<file path="config.mk">
export PLATFORM = sky130hd
export DESIGN_NAME = bmg_log_cell
export DESIGN_NICKNAME = d
export VERILOG_FILES = /design/src/sv/assert_macros.svh /design/src/sv/bmg_log_cell.sv
export SDC_FILE = /design/constraint.sdc
export NUM_CORES = 2
export LEC_CHECK = 0
export ABC_AREA = 0
export CORE_MARGIN = 2
export CORE_UTILIZATION = 35
export CTS_CLUSTER_DIAMETER = 60
export DETAILED_ROUTE_END_ITERATION = 16
export DONT_BUFFER_PORTS = 1
export PLACE_DENSITY_LB_ADDON = 0.3
export SETUP_SLACK_MARGIN = 0.3
export SYNTH_ARGS = -nofsm -noshare
export SYNTH_HDL_FRONTEND = slang
export SYNTH_SLANG_ARGS = --single-unit
</file>
<file path="constraint.sdc">
create_clock -name clk_i -period 12.6 [get_ports clk_i]
set_input_delay 3.15 -clock clk_i [delete_from_list [all_inputs] [get_ports clk_i]]
set_output_delay 3.15 -clock clk_i [all_outputs]
set_load 0.02 [all_outputs]
</file>
<file path="src/sv/assert_macros.svh">
// Assertion macros shared by the Gaussian pair generator.
`ifndef ASSERT_MACROS_SVH
`define ASSERT_MACROS_SVH

// Check a property at each rising clock edge outside reset.
`define BMG_ASSERT(lbl, clk, rstn, prop, msg) \
  lbl: assert property (@(posedge clk) disable iff (!rstn) (prop)) else $error(msg);

// Check a property at each rising clock edge, reset included.
`define BMG_ASSERT_ALWAYS(lbl, clk, prop, msg) \
  lbl: assert property (@(posedge clk) (prop)) else $error(msg);

`endif

</file>
<file path="src/sv/bmg_log_cell.sv">
// One squaring step of the base-2 logarithm of the radius sample.
module bmg_log_cell #(
  parameter int unsigned EX_W = 6
) (
  input  logic            clk_i,
  input  logic            en_i,
  input  logic [30:0]     m_i,
  input  logic [29:0]     frac_i,
  input  logic [EX_W-1:0] ex_i,
  output logic [30:0]     m_o,
  output logic [29:0]     frac_o,
  output logic [EX_W-1:0] ex_o
);

  logic [61:0]     sq;
  logic [31:0]     sq_hi;
  logic [30:0]     m_d, m_q;
  logic [29:0]     frac_d, frac_q;
  logic [EX_W-1:0] ex_q;

  always_comb begin
    sq = 62'(m_i) * 62'(m_i);
    sq_hi = sq[61:30];
    if (sq_hi[31]) begin
      m_d = sq_hi[31:1];
      frac_d = {frac_i[28:0], 1'b1};
    end else begin
      m_d = sq_hi[30:0];
      frac_d = {frac_i[28:0], 1'b0};
    end
  end

  always_ff @(posedge clk_i) begin
    if (en_i) begin
      m_q <= m_d;
      frac_q <= frac_d;
      ex_q <= ex_i;
    end
  end

  assign m_o = m_q;
  assign frac_o = frac_q;
  assign ex_o = ex_q;

endmodule

</file>
==> results.sh <==
export IMPL_synth_area_per_cell_um2=9.708
export IMPL_setup_tns_ns=0
export IMPL_cts_resized=0
export IMPL_netlist_instances=3011
export IMPL_htreeDepth=3
export IMPL_io_pins=136
export IMPL_rsz0062_at_grt="no"
export IMPL_drc=0
export IMPL_vias=18702
export IMPL_fillCellCount=8307
export IMPL_hold_violations=0
export IMPL_layout_common_cells="inv_1, fa_1, nand2_1"
export IMPL_start_util_pct=35.49
export IMPL_clk_pin_slew_ns=0.05
export IMPL_holdBufCountCts=0
export IMPL_slew_violations=0
export IMPL_dp_hpwl_mm=57.04
export IMPL_ys_seq_area_share_pct=6.883
export IMPL_grt_max_degree=68
export IMPL_nets=4003
export IMPL_cts_tree="yes"
export IMPL_cts_buffers=9
export IMPL_gp_congestion=0.8630
export IMPL_dr_pass1_iters=7
export IMPL_routedWlPerCell_um=17.65
export IMPL_critPathKind="input pin to flip-flop"
export IMPL_layout_commonest_cell="inv_1"
export IMPL_fmax_mhz=86.01
export IMPL_rows=105
export IMPL_clockBufferDepth=2
export IMPL_syn_num_nets=4096
export IMPL_drtIter0Drc=862
export IMPL_coreArea_um2=82370
export IMPL_synth_area_um2=29230
export IMPL_grtUsageTotal_pct=17.47
export IMPL_cp_end_kind="flip-flop"
export IMPL_slew_headroom_pct=35.93
export IMPL_min_period_over_period_pct=92.28
export IMPL_ys_warn_count=0
export IMPL_cts_sinks=67
export IMPL_cp_max_fo=25
export IMPL_diodes=0
export IMPL_grt_overflow_total=0
export IMPL_worstPathArrival_ns=11.69
export IMPL_ys_types=55
export IMPL_post_drt_via_cell_ratio=4.684
export IMPL_ant_nets=0
export IMPL_tightest_slew_ns=0.9563
export IMPL_ys_async_sr_fraction_pct=0
export IMPL_synth_flop_cell="edfxtp_1"
export IMPL_drive_gt1_share_pct=2.053
export IMPL_area_growth_pct=4.349
export IMPL_finalCriticalPeriod_ns=11.63
export IMPL_antenna_found_initial=1
export IMPL_status="complete, no violations"
export IMPL_routed_wl_mm=70.50
export IMPL_hp_class="input pin to flip-flop"
export IMPL_ys_ff_latch=67
export IMPL_maxCapViolations=0
export IMPL_synth_edf_count=67
export IMPL_grt_pass1_vias=21295
export IMPL_cp_required_ns=12.66
export IMPL_die_h_um=293.0
export IMPL_setup_viol=0
export IMPL_grt_pass1_wl_mm=117.5
export IMPL_design_die_area_um2=85850
export IMPL_die_w_um=293.0
export IMPL_io_buffers=0
export IMPL_root_buffer="clkbuf_16"
export IMPL_startpoint_type="input pin"
export IMPL_post_cts_buffers=0
==> Yosys cell counts, types with 17 or more instances <==
library cell | count | area (um^2)
and2_1 | 194 | 1214
clkbuf_1 | 99 | 371.6
fa_1 | 747 | 14950
ha_1 | 269 | 3366
edfxtp_1 | 67 | 2012
inv_1 | 916 | 3438
xnor2_1 | 31 | 271.5
a21oi_1 | 71 | 355.3
a21o_1 | 22 | 165.2
xor2_1 | 25 | 219.0
nand2_1 | 299 | 1122
nor2_1 | 58 | 217.7
mux2_2 | 25 | 281.5
nand4_1 | 17 | 106.4
o21ai_0 | 29 | 145.1
==> logic make-up (layout without fill, tap and decap cells) <==
group           Yosys count  after routing  share of synthesized area, %
flops                    67             67                         6.883
compound gates          188            188                         4.062
mux                      28             28                         1.083
xor+xnor                 56             56                         1.678
fa+ha+maj              1016           1016                         62.67
buf+inv                1025            937                         13.23
simple gates            631            631                         10.39
==> metrics by stage <==
step	utilization (%)	worst slack [ns]	std cells	instance area [um^2]	hold WS, ns
final	37.03	0.9729	3993	30500	2.924
after global routing	37.03	0.6689	3993	30500	2.902
after CTS	37.03	0.9709	3993	30500	2.913
after detailed placement	36.66	0.6702	3977	30190	3.249
after global placement	36.66	0.7164	3977	30190	3.249
after floorplan	-	2.173	3011	29230	3.249
==> cell type report <==
class                      instances  area, um^2  area share (%)
clock buffer                      10       229.0          0.7506
sequential                        67        2012           6.596
clock inverter                     6       80.08          0.2625
multi-input combinational       1919       23360           76.58
tap                             1070        1339           4.389
inverter                         917        3442           11.28
timing repair buffer               4       42.54          0.1395
==> state kept, by name, summed over array words and instances, names as in the netlist <==
| name | count |
|---|---|
| m_o | 31 |
| frac_o | 30 |
| ex_o | 6 |
==> critical path, cell delays in order <==
cell and delay, ns:
clkinv_1 0.37, nor2_1 0.47, fa_1 0.53, fa_1 0.55
inv_1 0.06, fa_1 0.44, fa_1 0.55, inv_1 0.06
fa_1 0.57, fa_1 0.43, fa_1 0.53, fa_1 0.43
ha_1 0.39, a21oi_1 0.36, o211ai_1 0.19, a22oi_1 0.31
nor2_1 0.09, a221oi_1 0.51, nand2_1 0.30, a31oi_1 0.34
xnor2_2 0.40, buf_12 0.26, mux2_2 0.35
==> path summary, 6_finish.rpt <==
check,start,depth (start not counted),slack [ns],end
worst max-delay path,m_i[15],23,0.97,m_o[17]
worst min-delay path,frac_i[20],0,2.92,frac_o[21]
==> routing by layer <==
metal | vias up | part of all wire, % | global-route usage (%) | wire length, um
li1 | 8602 | - | - | -
met1 | 9772 | 44 | 23.68 | 31280
met2 | 276 | 52 | 31.71 | 36460
met3 | 52 | 2.9 | 1.135 | 2023
met4 | 0 | 1.0 | 1.751 | 733
met5 | - | 0 | 0 | 0
Power is not shown: default switching activity piles up to over one toggle a cycle in this logic, so the estimate is an artifact.
