**config.mk**
```make
export PLATFORM = sky130hd
export DESIGN_NAME = bmg_sqrt_cell
export DESIGN_NICKNAME = d
export VERILOG_FILES = /design/src/sv/assert_macros.svh /design/src/sv/bmg_sqrt_cell.sv
export SDC_FILE = /design/constraint.sdc
export NUM_CORES = 1
export LEC_CHECK = 0
export BUFFER_PORTS_ARGS = -buffer_cell sky130_fd_sc_hd__buf_2
export CAP_MARGIN = 30
export CORE_ASPECT_RATIO = 0.6
export CORE_UTILIZATION = 50
export CTS_BUF_LIST = sky130_fd_sc_hd__clkbuf_4
export DETAILED_ROUTE_END_ITERATION = 12
export PLACE_DENSITY_LB_ADDON = 0.08
export SLEW_MARGIN = 0
export SYNTH_ARGS = -nofsm -noshare
export SYNTH_HDL_FRONTEND = slang
export SYNTH_SLANG_ARGS = --single-unit
```
**constraint.sdc**
```tcl
create_clock -name clk_i -period 5.6 [get_ports clk_i]
set_input_delay 0.56 -clock clk_i [delete_from_list [all_inputs] [get_ports clk_i]]
set_output_delay 0.56 -clock clk_i [all_outputs]
set_load 0.02 [all_outputs]
```
**src/sv/assert_macros.svh**
```systemverilog
// Assertion macros shared by the Gaussian pair generator.
`ifndef ASSERT_MACROS_SVH
`define ASSERT_MACROS_SVH

// Check a property at each rising clock edge outside reset.
`define BMG_ASSERT(lbl, clk, rstn, prop, msg) \
  lbl: assert property (@(posedge clk) disable iff (!rstn) (prop)) else $error(msg);

// Check a property at each rising clock edge, reset included.
`define BMG_ASSERT_ALWAYS(lbl, clk, prop, msg) \
  lbl: assert property (@(posedge clk) (prop)) else $error(msg);

`endif

```
**src/sv/bmg_sqrt_cell.sv**
```systemverilog
// One result bit of the digit-by-digit integer square root.
module bmg_sqrt_cell #(
  parameter int unsigned ROOT_W = 28
) (
  input  logic                clk_i,
  input  logic                en_i,
  input  logic [ROOT_W-1:0]   root_i,
  input  logic [ROOT_W+1:0]   rem_i,
  input  logic [2*ROOT_W-1:0] rad_i,
  output logic [ROOT_W-1:0]   root_o,
  output logic [ROOT_W+1:0]   rem_o,
  output logic [2*ROOT_W-1:0] rad_o
);

  logic [ROOT_W+3:0]   rem_t, trial;
  logic [ROOT_W-1:0]   root_d, root_q;
  logic [ROOT_W+1:0]   rem_d, rem_q;
  logic [2*ROOT_W-1:0] rad_q;

  always_comb begin
    rem_t = {rem_i, rad_i[2*ROOT_W-1 -: 2]};
    trial = (ROOT_W+4)'({root_i, 2'b01});
    if (rem_t >= trial) begin
      rem_d = (ROOT_W+2)'(rem_t - trial);
      root_d = {root_i[ROOT_W-2:0], 1'b1};
    end else begin
      rem_d = (ROOT_W+2)'(rem_t);
      root_d = {root_i[ROOT_W-2:0], 1'b0};
    end
  end

  always_ff @(posedge clk_i) begin
    if (en_i) begin
      root_q <= root_d;
      rem_q <= rem_d;
      rad_q <= {rad_i[2*ROOT_W-3:0], 2'b00};
    end
  end

  assign root_o = root_q;
  assign rem_o = rem_q;
  assign rad_o = rad_q;

endmodule

```
==> results of run 1 <==
registers in the layout (all words and copies together) (netlist names):
name,count
root_o,28
rad_o,54
rem_o,30
through the flow:
stage | utilization, % | hold slack, ps | std cells | area, µm²
floorplan | - | 659 | 487 | 5740
global placement | 64.1 | 736 | 838 | 6950
detailed placement | 64.1 | 738 | 838 | 6950
CTS | 65.4 | 202 | 854 | 7090
global route | 65.4 | 175 | 854 | 7090
finish | 65.4 | 235 | 854 | 7090
layer usage:
layer | vias to the layer above | share of wire [%] | GRT usage (%)
met1 | 2228 | 48 | 33.9
met3 | 18 | 7.5 | 5.47
li1 | 2247 | - | -
met5 | - | 0 | 0
met4 | 0 | 0.83 | 5.39
met2 | 211 | 44 | 35.4
area by class of cell:
| type | instances | area [µm²] | share of cell area, % |
|---|---|---|---|
| sequential | 112 | 3360 | 47.4 |
| clock inverter | 7 | 70.1 | 0.988 |
| multi-input combinational | 315 | 2110 | 29.7 |
| inverter | 44 | 165 | 2.33 |
| clock buffer | 9 | 67.6 | 0.953 |
| tap | 139 | 174 | 2.45 |
| timing repair buffer | 228 | 1150 | 16.2 |
power by group:
part	internal [mW]	total, mW	switching, mW	leakage [nW]
combinational	0.205	0.589	0.383	1.96
clock	0.106	0.393	0.287	0.0775
sequential	1.03	1.05	0.0207	1.10
total	1.35	2.04	0.691	3.13
kinds of logic (layout without fill, tap and decap cells):
family,after synthesis,count (layout),share of synthesized area [%]
AND/OR/NAND/NOR,131,131,11.2
other,1,2,0.0654
AO/OA/AOI/OAI,130,130,15.5
multiplexers,1,1,0.175
XOR/XNOR,21,21,3.21
flip-flops,112,112,58.7
adder cells (fa/ha/maj),30,30,6.55
buffers and inverters,60,288,4.67
how the worst max path moves through the flow:
stage / startpoint / end / slack, ps
global route: root_i[5] / rem_o[29]$_DFFE_PP_ / 2290
floorplan: root_i[5] / rem_o[25]$_DFFE_PP_ / 3050
finish: root_i[5] / rem_o[29]$_DFFE_PP_ / 2410
CTS: root_i[17] / rem_o[29]$_DFFE_PP_ / 2440
detailed placement: root_i[17] / rem_o[29]$_DFFE_PP_ / 1930
global placement: root_i[3] / rem_o[22]$_DFFE_PP_ / 2040
cells in the final DEF, fill, tap and decap left out, types with 9 or more instances in the layout:
master | Yosys | routed
nand2_1 | 33 | 33
buf_2 | 7 | 226
xnor2_1 | 12 | 12
edfxtp_1 | 112 | 112
inv_1 | 43 | 43
nor2_1 | 39 | 39
a21o_1 | 9 | 9
o21ai_0 | 16 | 16
xor2_1 | 9 | 9
clkbuf_4 | 0 | 9
a21oi_1 | 45 | 45
ha_1 | 30 | 30
nor3_1 | 14 | 14
==> reports/results.txt, run 1 <==
CTS Hold Bufs - 0
Placer Congestion - 0.873
Post-synth EDFFs - 112
Mapped Cells - 486
PD cells - 287 nW/µm²
slew margin rel. - 43.4%
Worst Path Max Fanout - 43
final setup TNS - 0 ps
Initial DRC Count - 293
Root Buffer - clkbuf_4
top cells by count, synth - edfxtp_1, a21oi_1, inv_1, nor2_1, nand2_1
CTS Buffer Depth - 2
Clock transition at path regs - 180 ps
Crit path required time - 5850 ps
initial antenna violation count - 0
n_diodes - 0
core area - 10800 µm²
pin count of the biggest net entering global routing - 70
Die ar. - 11900 µm²
flops & latches, synth - 112
Yosys top cell area share - 58.7%
register area share after synthesis - 58.7%
post-CTS resize count - 0
Starting Density - 52.8%
Final Max Slew Viols - 0
Worst Hold Class - primary input to register
top-count cell post-synth - edfxtp_1
Worst Path Arrival - 3430 ps
Layout Nets - 856
Max Clk Rate - 314 MHz
H-Tree Depth - 3
Worst Max-Slew Pin Slew - 849 ps
DRC - 0
WL final - 13.9 mm
Worst setup SP type - primary input
# clock sinks - 112
peak supply drop - 167 µV
Die Height - 84.9 µm
post-synth top area cell - edfxtp_1
post-DR vias/cell - 5.51
Synth Cell Area - 5730 µm²
leakage - 3.13 nW
max-cap viol count - 0
top cells by area, synth - edfxtp_1, ha_1, a21oi_1
RSZ-0062 raised after global routing - no
io pins - 230
GRT overflow - 0
first-pass GRT wire length - 21.5 mm
Largest stage delay, worst path - 590 ps
Worst path slowest cell - o21ai_4
Synth cell types - 63
Tot Pwr - 2.04 mW
post-DR wirelength/cell - 16.3 µm
hpwl dp - 10.8 mm
Worst path depth - 11
TritonCTS clock tree - built
Setup crit end kind - register
worst path bufs/invs - 3
postcts setup bufs - 0
final hold vios - 0
Top Family by Delay on Critical Path - compound AO/OA/AOI/OAI gates
status - finished clean
vias in the first global route - 4347
pre-CTS setup slack - 1930 ps
Async SR Flop Fraction - 0%
drt pass-1 iters - 5
DR vias - 4704
Inserted Clock Buffers - 9
CP cell instances - buf_2 -> inv_1 -> ha_1 -> a2111oi_0 -> a211oi_2 -> o21ai_2 -> a21oi_2 -> o21ai_4 -> inv_2 -> o21ai_0 -> nor3b_1
dominant synthesized flop cell - edfxtp_1
Chip Width - 140 µm
worst hold start - rad_i[13]
Port Buffers - 227
Cell Rows - 29
Syn. warnings - 0
period utilization - 56.9%
critical path class - primary input to register
fillers - 888
fraction of layout cells with a size suffix above 1 - 36.5%
min cycle time layout - 3190 ps
synth-to-layout area growth - 23.7%
gr usage total - 23.3%
hold path endpoint - rad_o[15]$_DFFE_PP_
setup violation total in the final timing report - 0
WHS Path Cells - 1
Syn Area/Cell - 11.8 µm²
Final WS setup - 2410 ps
Routed Antenna Nets - 0
Power figures use the tool's default switching activity.
==> inputs of run 2 (changes only) <==
CORE_UTILIZATION = 46   (was 50)
clock period = 2.7 ns   (was 5.6 ns; I/O delays follow)
==> run 2 against run 1 <==
  * Final area increased by 16%
  * Flip-flop and latch count did not move
  * Sequential share of layout area down 6.4 points
  * Combinational power up 140%
  * Critical path depth rose by 1
  * First-iteration DRC count rose by 30%
  * Critical endpoint is now rem_o[22]$_DFFE_PP_
==> reports/results.txt, run 2 (synthesis gave the netlist of run 1 again) <==
status - finished clean
area of the multi-input gates - 2130 µm²
min cycle time layout - 2580 ps
synth-to-layout area growth - 43.0%
Max Clk Rate - 388 MHz
# clock sinks - 112
Largest stage delay, worst path - 530 ps
fillers - 922
n_diodes - 0
final hold vios - 0
Cell Rows - 31
Worst Max-Slew Pin Slew - 703 ps
Tot Pwr - 4.54 mW
Inserted Clock Buffers - 9
setup violation total in the final timing report - 0
Worst Path Max Fanout - 25
post-DR wirelength/cell - 15.7 µm
Worst setup SP type - primary input
Final Max Slew Viols - 0
Setup crit end kind - register
RSZ-0062 raised after global routing - no
met1 GRT Util - 33.2%
drt pass-1 iters - 5
DRC - 0
Routed Antenna Nets - 0
Worst Hold Class - primary input to register
initial antenna violation count - 0
hpwl dp - 11.0 mm
Internal - 3.03 mW
sw frac - 33.3%
TritonCTS clock tree - built
leakage - 3.60 nW
Placer Congestion - 0.870
FF+latch area - 3360 µm²
critical path class - primary input to register
cell mode on critical path - nand2_1
Starting Density - 47.4%
PD cells - 554 nW/µm²
CTS Buffer Depth - 2
core area - 12100 µm²
pin count of the biggest net entering global routing - 52
gr usage total - 23.6%
hold path endpoint - rem_o[4]$_DFFE_PP_
Layout Nets - 961
Die ar. - 12900 µm²
DR vias - 5070
max FFs per register - 54
Initial DRC Count - 381
fraction of layout cells with a size suffix above 1 - 35.7%
most common cell after layout, fill and taps aside - buf_2
vias in the first global route - 4718
Root Buffer - clkbuf_4
peak supply drop - 391 µV
Die Height - 88.5 µm
Clk pwr share - 21.2%
final setup TNS - 0 ps
Crit path required time - 2960 ps
CP cell instances - dlygate4sd3_1 -> buf_2 -> inv_1 -> ha_1 -> nand2_1 -> or3_4 -> a31oi_4 -> o21ai_4 -> inv_2 -> buf_12 -> nand2_1 -> o311a_1
NetSw - 1.51 mW
slew margin rel. - 53.1%
Worst Path Arrival - 2840 ps
met3 Resource Use GR - 5.36%
GRT overflow - 0
WHS Path Cells - 3
H-Tree Depth - 3
Clock transition at path regs - 190 ps
Worst path slowest cell - dlygate4sd3_1
first-pass GRT wire length - 23.5 mm
max-cap viol count - 0
post-DR vias/cell - 5.15
io pins - 230
grt met2 use - 37.0%
period utilization - 95.6%
WL final - 15.5 mm
Chip Width - 146 µm
Port Buffers - 227
most frequent cells in the layout - buf_2, edfxtp_1, dlygate4sd3_1
worst hold start - rem_i[2]
GRT busiest layer - met2
Seq pwr share - 48.2%
combinational share of power - 30.7%
[run 2: cell types whose count changed in the layout (fill, tap and decap cells not counted), sizes merged]
cell,previous run,this run
bufinv,0,1
inv,48,49
clkinv,3,1
buf,228,252
dlygate4sd3,0,81
[run 2: per-stage QoR]
step	hold WS (ps)	setup slack, ps	area [µm²]	util, %	instances
after floorplan	369	437	5740	-	487
after global placement	446	55.2	7170	59.2	885
after detailed placement	448	31.6	7170	59.2	885
after CTS	51.1	50.7	8150	67.3	982
after global routing	58.6	11.8	8200	67.8	985
final	81.2	120	8200	67.8	985
[run 2: routing by layer]
metal  part of all wire, %  vias to the layer above  wire length, µm
li1                      -                     2461                -
met1                    46                     2366             7130
met2                    45                      220             6990
met3                   7.1                       23             1100
met4                   1.6                        0              254
met5                     0                        -                0
[run 2: worst max-delay path: cells and delay by family]
family                   cells  cell delay (ps)
adder cells (fa/ha/maj)      1              380
AO/OA/AOI/OAI                3              610
AND/OR/NAND/NOR              3              640
buffers and inverters        5              940
[run 2: cell type report]
cell class | instances | area share (%)
clock inverters | 7 | 1.25
multi-input cells | 315 | 26.0
inverters | 44 | 2.01
repair buffers | 333 | 26.4
flip-flops and latches | 112 | 41.0
clock buffers | 9 | 0.824
well taps | 165 | 2.52
[run 2: how the worst max path moves through the flow]
stage | end | slack, ps | startpoint
floorplan | rem_o[25]$_DFFE_PP_ | 440 | root_i[5]
global placement | rem_o[24]$_DFFE_PP_ | 60 | root_i[5]
detailed placement | rem_o[24]$_DFFE_PP_ | 30 | root_i[5]
CTS | rem_o[24]$_DFFE_PP_ | 50 | root_i[5]
global route | rem_o[22]$_DFFE_PP_ | 10 | root_i[7]
finish | rem_o[22]$_DFFE_PP_ | 120 | root_i[18]
[run 2: what timing repair did]
action / in CTS / in global routing
gates resized for setup: 0 / 13
endpoints found under the hold margin: 81 / 0
endpoints found under the setup margin: 0 / 20
hold buffers: 81 / 0
setup buffers: 0 / 3
[run 2: power groups by stage]
stage | sequential (mW) | combinational [mW] | clock (mW)
after floorplan | 2.48 | 0.544 | 0
after global placement | 2.23 | 1.25 | 0
after detailed placement | 2.23 | 1.27 | 0
after CTS | 2.19 | 1.37 | 0.998
after global routing | 2.21 | 1.51 | 1.04
final | 2.19 | 1.39 | 0.962
==> inputs of run 3 (changes only) <==
CORE_MARGIN = 10   (was unset)
==> run 3 against run 2 <==
  * Worst hold slack lost 5.0 ps
  * Routed wire length grew 17%
  * Utilization is essentially flat
  * First-iteration DRC count shrank 12%
  * Setup slack gained 12 ps
  * Critical path type unchanged
  * Largest cell class unchanged
  * Largest power group unchanged
==> reports/results.txt, run 3 (synthesis gave the netlist of run 1 again) <==
peak supply drop - 311 µV
GRT overflow - 0
CTS Buffer Depth - 2
initial antenna violation count - 2
core area - 12100 µm²
Port Buffers - 227
Final Max Slew Viols - 0
first-pass GRT wire length - 27.8 mm
Worst Path Arrival - 2820 ps
post-DR wirelength/cell - 18.3 µm
Initial DRC Count - 335
final hold vios - 0
critical path class - primary input to register
Internal - 2.94 mW
Cell Rows - 31
Worst setup SP type - primary input
sw frac - 34.2%
most common cell after layout, fill and taps aside - buf_2
max-cap viol count - 0
vias in the first global route - 5036
period utilization - 95.1%
DRC - 0
post-DR vias/cell - 5.05
DR vias - 4995
Layout Nets - 964
most frequent cells in the layout - buf_2, edfxtp_1, dlygate4sd3_1
Worst Path Max Fanout - 7
leakage - 3.61 nW
io pins - 230
Die ar. - 17500 µm²
Setup crit end kind - register
WL final - 18.1 mm
NetSw - 1.52 mW
Clk pwr share - 18.8%
Clock transition at path regs - 200 ps
setup violation total in the final timing report - 0
# clock sinks - 112
fraction of layout cells with a size suffix above 1 - 36.0%
hpwl dp - 13.5 mm
pin count of the biggest net entering global routing - 61
Root Buffer - clkbuf_4
Inserted Clock Buffers - 9
Seq pwr share - 49.1%
gr usage total - 20.0%
WHS - 76.1 ps
Crit path required time - 2950 ps
max FFs per register - 54
synth-to-layout area growth - 43.4%
fillers - 979
min cycle time layout - 2570 ps
Routed Antenna Nets - 0
Chip Width - 164 µm
final setup TNS - 0 ps
combinational share of power - 32.1%
Worst Hold Class - primary input to register
Max Clk Rate - 389 MHz
PD cells - 543 nW/µm²
status - finished clean
H-Tree Depth - 3
drt pass-1 iters - 5
Starting Density - 47.2%
Placer Congestion - 0.863
TritonCTS clock tree - built
Die Height - 106 µm
==> run 3: path summary, 6_finish.rpt <==
path	startpoint	cells past startpoint	to
worst max-delay path	root_i[5]	12	rem_o[24]$_DFFE_PP_
worst min-delay path	rem_i[5]	3	rem_o[7]$_DFFE_PP_
==> run 3: repair_timing <==
action | in CTS | in global routing
setup buffers | 0 | 2
hold endpoints to repair | 81 | 0
hold buffers | 81 | 0
resized for setup | 0 | 16
setup endpoints to repair | 0 | 26
==> run 3: critical path, stage by stage <==
cell	delay, ps
dlygate4sd3_1	540
buf_2	130
inv_1	50
ha_2	310
a21o_1	180
or3_1	320
o21ai_2	200
a21oi_2	130
buf_4	190
a21boi_0	220
xor2_1	190
a21oi_1	100
==> run 3: power groups by stage <==
stage               registers, mW  logic, mW  clock network, mW
finish                       2.19       1.43              0.838
global route                 2.21       1.56              0.937
CTS                          2.19       1.41              0.875
detailed placement           2.23       1.31                  0
global placement             2.22       1.30                  0
floorplan                    2.48      0.544                  0
==> run 3: layer usage <==
metal  vias to the layer above  global-route usage, %  share of wire [%]
met5                         -                      0                  0
met3                        12                   5.86                8.7
met4                         0                   4.38               0.74
met1                      2342                   26.7                 44
met2                       181                   31.6                 46
li1                       2460                      -                  -
==> run 3: through the flow <==
step | power (mW) | worst slack (ps) | cells | cell area (µm²) | utilization, %
finish | 4.46 | 132 | 990 | 8220 | 67.7
global route | 4.71 | -9.11 | 990 | 8220 | 67.7
detailed placement | 3.54 | 74.3 | 889 | 7200 | 59.3
CTS | 4.48 | 46.3 | 986 | 8150 | 67.2
floorplan | 3.03 | 437 | 487 | 5740 | -
global placement | 3.53 | 95.1 | 889 | 7200 | 59.3
==> run 3: area by class of cell <==
cell class / count / area (µm²) / area share (%)
Multi-Input combinational cell: 315 / 2150 / 26.1
Sequential cell: 112 / 3360 / 40.9
Inverter: 44 / 168 / 2.04
Timing Repair Buffer: 336 / 2190 / 26.7
Clock inverter: 7 / 75.1 / 0.913
Clock buffer: 9 / 67.6 / 0.822
Tap cell: 165 / 206 / 2.51
Antenna cell: 2 / 5.00 / 0.0609
